$ cat config.mk
export PLATFORM = sky130hd
export DESIGN_NAME = ovn_ctrl
export DESIGN_NICKNAME = d
export VERILOG_FILES = /design/src/ovn_pkg.sv /design/src/ovn_ctrl.sv
export SDC_FILE = /design/constraint.sdc
export NUM_CORES = 1
export LEC_CHECK = 0
export BUFFER_PORTS_ARGS = -buffer_cell sky130_fd_sc_hd__buf_2
export CAP_MARGIN = 10
export CORE_AREA = 5 5 42 44
export DETAILED_ROUTE_END_ITERATION = 7
export DIE_AREA = 0 0 47 49
export PLACE_DENSITY_LB_ADDON = 0.3
export SYNTH_ARGS = -nofsm -noshare
export SYNTH_HDL_FRONTEND = slang
export SYNTH_SLANG_ARGS = --single-unit
export TNS_END_PERCENT = 30
$ cat constraint.sdc
create_clock -name clk -period 1.8 [get_ports clk]
set_input_delay 0.54 -clock clk [delete_from_list [all_inputs] [get_ports clk]]
set_output_delay 0.54 -clock clk [all_outputs]
set_load 0.01 [all_outputs]
$ cat src/ovn_pkg.sv
// ---------------------------------------------------------------------------
// ovn_pkg: shared types and constants for the octave value noise unit
// Grid geometry, state encoding and controller/datapath command structs.
// ---------------------------------------------------------------------------
package ovn_pkg;

  localparam int SideLog = 4;
  localparam int Side    = 1 << SideLog;
  localparam int AddrW   = 2 * SideLog;
  localparam int OctW    = 3;
  localparam int BiasW   = 13;
  localparam int SampW   = 16;

  localparam logic [0:0] CfgOctaves = 1'b0;
  localparam logic [0:0] CfgBias    = 1'b1;

  typedef enum logic [0:0] {
    REQ_WRITE = 1'b0,
    REQ_QUERY = 1'b1
  } req_t;

  typedef enum logic [3:0] {
    S_IDLE,
    S_RD00,
    S_RD10,
    S_RD01,
    S_RD11,
    S_TOP,
    S_BOT,
    S_COL,
    S_TERM,
    S_SCALE,
    S_NDIV,
    S_DIV,
    S_OUT
  } state_t;

  // controller -> datapath commands
  typedef struct packed {
    logic       load;       // latch query coordinates, clear accumulators
    logic       rd_en;      // issue a seed read
    logic [1:0] corner;     // which corner to read
    logic       cap_corner; // capture read data of the previous corner
    logic       do_top;
    logic       do_bot;
    logic       do_col;
    logic       do_term;    // accumulate weighted term, start scale division
    logic       sdiv_step;  // one step of the scale division
    logic       next_oct;   // close the octave
    logic       ndiv_start;
    logic       ndiv_step;
    logic       emit;
  } cmd_t;

  // datapath -> controller status
  typedef struct packed {
    logic last_oct;
    logic sdiv_done;
    logic ndiv_done;
  } stat_t;

endpackage

$ cat src/ovn_ctrl.sv
// ---------------------------------------------------------------------------
// ovn_ctrl: query sequencer
// Walks each octave through four seed reads, the blends, the weighted
// accumulate and the scale division, then runs the normalising division.
// ---------------------------------------------------------------------------
module ovn_ctrl import ovn_pkg::*; (
  input  logic  clk,
  input  logic  rst,
  input  logic  go_query,
  input  stat_t stat,
  output cmd_t  cmd,
  output logic  busy
);

  state_t state, state_next;

  always_ff @(posedge clk) begin
    if (rst) state <= S_IDLE;
    else     state <= state_next;
  end

  always_comb begin
    state_next = state;
    cmd        = '0;
    busy       = (state != S_IDLE);
    unique case (state)
      S_IDLE: begin
        if (go_query) begin
          cmd.load   = 1'b1;
          state_next = S_RD00;
        end
      end
      S_RD00: begin
        cmd.rd_en = 1'b1; cmd.corner = 2'd0; state_next = S_RD10;
      end
      S_RD10: begin
        cmd.rd_en = 1'b1; cmd.corner = 2'd1; cmd.cap_corner = 1'b1;
        state_next = S_RD01;
      end
      S_RD01: begin
        cmd.rd_en = 1'b1; cmd.corner = 2'd2; cmd.cap_corner = 1'b1;
        state_next = S_RD11;
      end
      S_RD11: begin
        cmd.rd_en = 1'b1; cmd.corner = 2'd3; cmd.cap_corner = 1'b1;
        state_next = S_TOP;
      end
      S_TOP: begin
        cmd.cap_corner = 1'b1; cmd.do_top = 1'b1; state_next = S_BOT;
      end
      S_BOT:  begin cmd.do_bot = 1'b1; state_next = S_COL; end
      S_COL:  begin cmd.do_col = 1'b1; state_next = S_TERM; end
      S_TERM: begin
        cmd.do_term = 1'b1;
        state_next  = S_SCALE;
      end
      S_SCALE: begin
        cmd.sdiv_step = 1'b1;
        if (stat.sdiv_done) begin
          cmd.next_oct = 1'b1;
          if (stat.last_oct) state_next = S_NDIV;
          else               state_next = S_RD00;
        end
      end
      S_NDIV: begin cmd.ndiv_start = 1'b1; state_next = S_DIV; end
      S_DIV: begin
        cmd.ndiv_step = 1'b1;
        if (stat.ndiv_done) state_next = S_OUT;
      end
      S_OUT: begin cmd.emit = 1'b1; state_next = S_IDLE; end
      default: state_next = S_IDLE;
    endcase
  end

endmodule

==> impl_metrics.prom, run 1 <==
# TYPE chip_impl_metric gauge
chip_impl_metric{name="timing.critical_path.fanout_max",unit=""} 6
chip_impl_info{name="synth_top_family_by_area",value="simple AND/OR/NAND/NOR gates"} 1
chip_impl_metric{name="post_synth.cell_area_avg",unit="sq um"} 7.210
chip_impl_metric{name="power_per_cell_area",unit="nW/um^2"} 957.5
chip_impl_metric{name="first_global_vias",unit=""} 457
chip_impl_metric{name="n_antenna_cell",unit=""} 0
chip_impl_metric{name="dp_hpwl",unit="um"} 911.3
chip_impl_metric{name="post_cts_buffers",unit=""} 0
chip_impl_metric{name="setup_viol",unit=""} 3
chip_impl_metric{name="fp.dieH",unit="um"} 49
chip_impl_metric{name="report.power.total",unit="uW"} 560.7
chip_impl_metric{name="dpl_worst_slack",unit="ps"} 109.7
chip_impl_metric{name="finClkSkew",unit="ps"} 1.152
chip_impl_metric{name="holdWs",unit="ps"} 496.1
chip_impl_metric{name="synth_simple_gate_area_share",unit="%"} 48.53
chip_impl_info{name="cts_root_buf",value="sky130_fd_sc_hd__clkbuf_4"} 1
chip_impl_info{name="r2r_start",value="state[1]$_SDFFE_PP0P_"} 1
chip_impl_info{name="highest_signal_layer",value="met4"} 1
chip_impl_info{name="largestRegisters",value="state (4)"} 1
chip_impl_metric{name="leakage_power_total",unit="uW"} 0.0002846
chip_impl_info{name="critical_path.startpoint_type",value="register"} 1
chip_impl_metric{name="final-instance-count-excl-fill",unit=""} 98
chip_impl_metric{name="post_dr_wirelength_cell",unit="um"} 12.44
chip_impl_info{name="rsz0062_at_grt",value="yes"} 1
chip_impl_metric{name="grt_start_max_net_pins",unit=""} 10
chip_impl_metric{name="gp_congestion",unit=""} 0.7530
chip_impl_metric{name="layout.filler_cells",unit=""} 160
chip_impl_metric{name="insertion_delay",unit="ps"} 250
chip_impl_metric{name="cts_buffers",unit=""} 3
chip_impl_metric{name="irDropWorstVdd",unit="mV"} 0.4382
chip_impl_metric{name="synth_xor_area_share",unit="%"} 4.118
chip_impl_metric{name="synth-async-reset-ratio",unit="%"} 0
chip_impl_info{name="crit_type",value="reg2out"} 1
chip_impl_metric{name="setup_tns",unit="ps"} -161.2
chip_impl_metric{name="area_delta_synth_final",unit="%"} 37.65
chip_impl_metric{name="fin_ws",unit="ps"} -101.9
chip_impl_metric{name="fmax",unit="GHz"} 0.5258
chip_impl_metric{name="dr_total_vias",unit=""} 502
chip_impl_metric{name="timing.final.hold_violations",unit=""} 0
chip_impl_metric{name="min_period_over_period",unit="%"} 105.7
chip_impl_metric{name="wl_met1",unit="um"} 463
chip_impl_metric{name="globalRoute.totalOverflow",unit=""} 0
chip_impl_info{name="critical_path.endpoint_type",value="output port"} 1
chip_impl_metric{name="final_nets",unit=""} 90
chip_impl_info{name="tritoncts",value="yes"} 1
chip_impl_metric{name="worst_r2r_path_depth",unit=""} 3
chip_impl_metric{name="cap_viol_max_count",unit=""} 0
chip_impl_metric{name="critPathArrivalTime",unit="ps"} 1360
chip_impl_metric{name="detailedRoute.firstIterationViolations",unit=""} 11
chip_impl_metric{name="post_synth_fa_ha_maj_area_fraction",unit="%"} 0
chip_impl_metric{name="synth_seq_cells",unit=""} 4
chip_impl_metric{name="drt_drc_violations_left",unit=""} 0
chip_impl_metric{name="portBuffers",unit=""} 20
chip_impl_metric{name="route.final.wire_length",unit="mm"} 1.219
chip_impl_info{name="synth-main-ff-cell",value="sky130_fd_sc_hd__dfxtp_1"} 1
chip_impl_metric{name="synth_compound_gate_area_share",unit="%"} 19.12
chip_impl_metric{name="global_route_wire_length_before_repair",unit="mm"} 2.063
chip_impl_metric{name="post_drt_via_cell_ratio",unit=""} 5.122
chip_impl_metric{name="syn_inst",unit=""} 59
chip_impl_metric{name="initial_core_util",unit="%"} 30.36
chip_impl_metric{name="synthesis.nets",unit=""} 65
chip_impl_metric{name="antenna_found_initial",unit=""} 0
chip_impl_metric{name="number_of_enable_type_register_cells_in_the_synthesized_netlist",unit=""} 0
chip_impl_metric{name="synth.distinct_cells",unit=""} 29
chip_impl_metric{name="synth.area.mux_share",unit="%"} 0
chip_impl_metric{name="number_of_placed_instances_with_taps_included",unit=""} 95
chip_impl_info{name="reg_to_reg_endpoint",value="state[3]$_SDFFE_PP0P_"} 1
chip_impl_metric{name="yosysSeqAreaShare",unit="%"} 18.82
chip_impl_metric{name="grt.total_usage",unit="%"} 12.62
chip_impl_metric{name="h-tree-depth",unit=""} 1
chip_impl_metric{name="cts_sinks",unit=""} 4
chip_impl_metric{name="firstDrtPassIters",unit=""} 4
chip_impl_metric{name="max_slew.worst_pin.slew",unit="ps"} 222.7
chip_impl_metric{name="regToRegSetupSlack",unit="ps"} 550
chip_impl_metric{name="number_of_max_slew_violations_in_the_final_report",unit=""} 0
chip_impl_metric{name="synth.cell_area",unit="sq um"} 425.4
chip_impl_metric{name="route.met3.wl",unit="um"} 56
chip_impl_metric{name="holdPathStages",unit=""} 2
chip_impl_info{name="timing.hold.worst.class",value="in2reg"} 1
chip_impl_info{name="failing_checks",value="setup timing"} 1
chip_impl_metric{name="postCtsHoldBufs",unit=""} 0
chip_impl_metric{name="die_area",unit="sq um"} 2303
chip_impl_metric{name="design.core.area",unit="sq um"} 1401
chip_impl_metric{name="die_width",unit="um"} 47
chip_impl_metric{name="postRouteAntennaNets",unit=""} 0
chip_impl_info{name="status",value="finished with violations"} 1
chip_impl_metric{name="drive_above_1_share",unit="%"} 50.00
chip_impl_info{name="top_register",value="state"} 1
chip_impl_metric{name="worst_slew_margin_rel",unit="%"} 84.99
chip_impl_metric{name="cts.reportedPaths.clkPinSlew",unit="ps"} 40
chip_impl_metric{name="wl_met2",unit="um"} 645
chip_impl_metric{name="period_needed",unit="ps"} 1902
chip_impl_metric{name="largest_register_ff_count",unit=""} 4
chip_impl_metric{name="cts-root-to-sink-buffers",unit=""} 2
chip_impl_metric{name="critPathRequiredTime",unit="ps"} 1260
chip_impl_metric{name="top_level_ports",unit=""} 21
chip_impl_info{name="hold_start",value="rst"} 1
chip_impl_info{name="min_delay_worst_endpoint",value="state[2]$_SDFFE_PP0P_"} 1
chip_impl_metric{name="yosys_warnings",unit=""} 0
chip_impl_metric{name="count_of_standard_cell_rows",unit=""} 14
-- report_power, final --
group | switching, uW | total, uW | internal, uW
Combinational | 159 | 296 | 137
Clock | 45.0 | 120 | 75.1
Sequential | 33.1 | 145 | 111
-- metal layers --
metal	GRT usage, %	vias up
li1	-	250
met1	15.67	232
met2	18.33	15
met3	1.107	5
met4	11.06	0
met5	0	-
-- cell type report --
class | count | area, sq um | area share, %
Inverter | 2 | 7.507 | 1.282
Timing Repair Buffer | 24 | 130.1 | 22.22
Multi-Input combinational cell | 49 | 312.8 | 53.42
Clock buffer | 3 | 22.52 | 3.846
Tap cell | 16 | 20.02 | 3.419
Sequential cell | 4 | 92.59 | 15.81
-- worst max path at each step --
stage / from / cells past startpoint / slack (ps) / to
finish: state[1]$_SDFFE_PP0P_ / 3 / -100 / cmd[13]
global route: state[1]$_SDFFE_PP0P_ / 3 / -160 / cmd[13]
CTS: state[1]$_SDFFE_PP0P_ / 3 / -120 / cmd[13]
detailed placement: state[0]$_SDFFE_PP0P_ / 3 / 110 / cmd[13]
global placement: state[0]$_SDFFE_PP0P_ / 3 / 120 / cmd[13]
floorplan: state[1]$_SDFFE_PP0P_ / 4 / 140 / cmd[3]
-- Yosys cell counts, types with 2 or more instances --
master / instances / area share [%]
sky130_fd_sc_hd__nor2b_1: 2 / 2.9
sky130_fd_sc_hd__or2b_1: 3 / 5.3
sky130_fd_sc_hd__nor3_1: 3 / 3.5
sky130_fd_sc_hd__nor2_1: 11 / 9.7
sky130_fd_sc_hd__dfxtp_1: 4 / 19
sky130_fd_sc_hd__inv_1: 2 / 1.8
sky130_fd_sc_hd__o21ai_0: 5 / 5.9
sky130_fd_sc_hd__buf_6: 2 / 5.3
sky130_fd_sc_hd__a21oi_1: 2 / 2.4
sky130_fd_sc_hd__or3_1: 2 / 2.9
sky130_fd_sc_hd__nand2_1: 3 / 2.6
sky130_fd_sc_hd__buf_2: 2 / 2.4
sky130_fd_sc_hd__and3b_1: 2 / 4.1
-- placed cells by master, fill, tap and decap left out, types with 3 or more instances in the layout --
cell / count
sky130_fd_sc_hd__buf_2: 20
sky130_fd_sc_hd__buf_4: 4
sky130_fd_sc_hd__clkbuf_4: 3
sky130_fd_sc_hd__dfxtp_4: 3
sky130_fd_sc_hd__nand2_1: 3
sky130_fd_sc_hd__nor2_1: 8
sky130_fd_sc_hd__nor2_2: 3
sky130_fd_sc_hd__nor3_1: 3
sky130_fd_sc_hd__o21ai_0: 5
sky130_fd_sc_hd__or2b_1: 3
-- logic make-up after synthesis --
family,after synthesis
xor gates and xnor gates,2
AOI/OAI and AO/OA,12
and+or+nand+nor,35
DFF,4
buffers and inverters,6
-- per-stage QoR --
| step | utilization (%) | cell area [sq um] |
|---|---|---|
| global placement | 38.75 | 543.0 |
| CTS | 41.16 | 576.8 |
| detailed placement | 38.75 | 543.0 |
| floorplan | - | 425.4 |
| global route | 41.79 | 585.6 |
| finish | 41.79 | 585.6 |
-- what timing repair did --
item / CTS / global route
pin swaps: 1 / 0
resized for setup: 6 / 4
endpoints found under the setup margin: 8 / 9
-- worst max-delay path, cell delays in order, from the launching register on --
cell                      delay (ps)
sky130_fd_sc_hd__dfxtp_2         350
sky130_fd_sc_hd__or4_4           560
sky130_fd_sc_hd__nor2_2           80
sky130_fd_sc_hd__buf_2           130
Power figures use the tool's default switching activity.
==> inputs of run 2 (changes only) <==
- PLACE_DENSITY: not set -> 0.65
- PLACE_DENSITY_LB_ADDON: 0.3 -> not set
- clock period: 1.8 -> 2 ns (I/O delays scaled with it)
==> run 2 against run 1 <==
The run now ends clean. Combinational power shrank 12%. Non-clock buffer count shrank 1. Die area is the same. Clock-buffer cell count is the same. Final area shrank 3.0%. First-iteration DRC count grew 55%. Cell count shrank 1.0%. Largest cell class unchanged.
==> impl_metrics.prom, run 2 (same netlist as run 1, synthesis figures left out) <==
# TYPE chip_impl_metric gauge
chip_impl_metric{name="drt_drc_violations_left",unit=""} 0
chip_impl_metric{name="min_period_over_period",unit="%"} 97.54
chip_impl_metric{name="post_dr_wirelength_cell",unit="um"} 12.47
chip_impl_metric{name="cts_sinks",unit=""} 4
chip_impl_metric{name="grt.total_usage",unit="%"} 11.83
chip_impl_metric{name="route.final.wire_length",unit="mm"} 1.210
chip_impl_metric{name="setup_viol",unit=""} 0
chip_impl_metric{name="cap_viol_max_count",unit=""} 0
chip_impl_metric{name="layout.filler_cells",unit=""} 162
chip_impl_metric{name="globalRoute.totalOverflow",unit=""} 0
chip_impl_info{name="most_common_cell_after_layout_fill_and_taps_aside",value="sky130_fd_sc_hd__buf_2"} 1
chip_impl_metric{name="largest_register_ff_count",unit=""} 4
chip_impl_metric{name="cts.reportedPaths.clkPinSlew",unit="ps"} 40
chip_impl_metric{name="postRouteAntennaNets",unit=""} 0
chip_impl_metric{name="die_area",unit="sq um"} 2303
chip_impl_info{name="layout_common_cells",value="sky130_fd_sc_hd__buf_2, sky130_fd_sc_hd__nor2_1, sky130_fd_sc_hd__o21ai_0"} 1
chip_impl_metric{name="dr_total_vias",unit=""} 500
chip_impl_info{name="largestRegisters",value="state (4)"} 1
chip_impl_metric{name="initial_core_util",unit="%"} 30.36
chip_impl_metric{name="timing.final.hold_violations",unit=""} 0
chip_impl_metric{name="fp.dieH",unit="um"} 49
chip_impl_info{name="top_register",value="state"} 1
chip_impl_metric{name="dp_hpwl",unit="um"} 887.3
chip_impl_metric{name="power_per_cell_area",unit="nW/um^2"} 884.1
chip_impl_info{name="critical_path.startpoint_type",value="register"} 1
chip_impl_metric{name="timing.critical_path.fanout_max",unit=""} 6
chip_impl_metric{name="cts-root-to-sink-buffers",unit=""} 2
chip_impl_metric{name="finClkSkew",unit="ps"} 4.937
chip_impl_info{name="timing.hold.worst.class",value="in2reg"} 1
chip_impl_metric{name="period_needed",unit="ps"} 1951
chip_impl_metric{name="number_of_max_slew_violations_in_the_final_report",unit=""} 0
chip_impl_info{name="status",value="finished, final reports clean"} 1
chip_impl_metric{name="count_of_standard_cell_rows",unit=""} 14
chip_impl_metric{name="cts_buffers",unit=""} 3
chip_impl_metric{name="irDropWorstVdd",unit="mV"} 0.2848
chip_impl_metric{name="setup_tns",unit="ps"} 0
chip_impl_metric{name="timing.critical_path.slowest_cell_delay",unit="ps"} 550
chip_impl_metric{name="critPathArrivalTime",unit="ps"} 1350
chip_impl_metric{name="gp_congestion",unit=""} 0.8725
chip_impl_metric{name="final_nets",unit=""} 89
chip_impl_info{name="crit_type",value="reg2out"} 1
chip_impl_metric{name="postCtsHoldBufs",unit=""} 0
chip_impl_metric{name="global_route_wire_length_before_repair",unit="mm"} 1.973
chip_impl_info{name="tritoncts",value="yes"} 1
chip_impl_metric{name="critPathRequiredTime",unit="ps"} 1400
chip_impl_info{name="critPathSlowestCell",value="sky130_fd_sc_hd__or4_4"} 1
chip_impl_metric{name="design.core.area",unit="sq um"} 1401
chip_impl_metric{name="antenna_found_initial",unit=""} 0
chip_impl_metric{name="firstDrtPassIters",unit=""} 4
chip_impl_metric{name="insertion_delay",unit="ps"} 240
chip_impl_info{name="family_with_the_most_delay_on_the_worst_path",value="simple AND/OR/NAND/NOR gates"} 1
chip_impl_metric{name="area_delta_synth_final",unit="%"} 33.53
chip_impl_info{name="cts_root_buf",value="sky130_fd_sc_hd__clkbuf_4"} 1
chip_impl_metric{name="die_width",unit="um"} 47
chip_impl_metric{name="report.power.total",unit="uW"} 502.2
chip_impl_metric{name="post_drt_via_cell_ratio",unit=""} 5.155
chip_impl_metric{name="h-tree-depth",unit=""} 1
chip_impl_metric{name="timing.critical_path.buf_inv",unit=""} 1
chip_impl_metric{name="grt_start_max_net_pins",unit=""} 16
chip_impl_metric{name="drive_above_1_share",unit="%"} 46.91
chip_impl_metric{name="detailedRoute.firstIterationViolations",unit=""} 17
chip_impl_metric{name="max_slew.worst_pin.slew",unit="ps"} 288.8
chip_impl_info{name="rsz0062_at_grt",value="yes"} 1
chip_impl_metric{name="portBuffers",unit=""} 20
chip_impl_metric{name="top_level_ports",unit=""} 21
chip_impl_info{name="timing.critical_path.cells",value="or4_4 -> nor2_2 -> buf_2"} 1
chip_impl_metric{name="first_global_vias",unit=""} 462
chip_impl_metric{name="leakage_power_total",unit="uW"} 0.0002779
chip_impl_metric{name="worst_slew_margin_rel",unit="%"} 80.55
chip_impl_info{name="critical_path.endpoint_type",value="output port"} 1
chip_impl_metric{name="fmax",unit="GHz"} 0.5126
chip_impl_metric{name="n_antenna_cell",unit=""} 0
-- run 2: final timing paths --
check / end / slack (ps) / from / depth (start not counted)
hold / removal: state[2]$_SDFFE_PP0P_ / 550 / rst / 2
setup reg to reg: state[3]$_SDFFE_PP0P_ / 610 / state[1]$_SDFFE_PP0P_ / 4
hold reg to reg: state[1]$_SDFFE_PP0P_ / 600 / state[0]$_SDFFE_PP0P_ / 2
setup / recovery: cmd[13] / 50 / state[1]$_SDFFE_PP0P_ / 3
-- run 2: cell type report --
type	instances	area (sq um)	area share, %
multi-input combinational	49	307.8	54.18
timing repair buffer	23	122.6	21.59
sequential	4	87.58	15.42
clock buffer	3	22.52	3.965
tap	16	20.02	3.524
inverter	2	7.507	1.322
-- run 2: per-layer routing --
metal  global-route usage (%)  share of wire (%)  up-vias
li1                         -                  -      248
met1                    12.97                 38      227
met2                    18.33                 53       21
met3                    2.952                6.1        4
met4                    9.217                2.8        0
met5                        0                  0        -
-- run 2: what timing repair did --
| action | 4_1_cts | 5_1_grt |
|---|---|---|
| gates cloned | 0 | 0 |
| buffers inserted | 0 | 1 |
| resized for setup | 3 | 3 |
| endpoints found under the setup margin | 2 | 2 |
| pin swaps | 0 | 1 |
-- run 2: power breakdown --
group	total (uW)	internal [uW]	switching (uW)	leakage, uW
clock	104	67.3	36.2	0.0000138
combinational	259	125	134	0.000229
sequential	139	99.9	39.4	0.0000347
-- run 2: through the flow --
step                std cells  setup WS (ps)  utilization (%)  cell area (sq um)  hold slack [ps]
floorplan                  59          283.0                -              425.4            608.9
global placement           93          257.5            37.68              528.0            634.5
detailed placement         93          228.9            37.68              528.0            637.9
CTS                        96          11.68            39.55              554.3            553.7
global route               97         0.4104            40.54              568.0            563.1
finish                     97          49.20            40.54              568.0            552.9
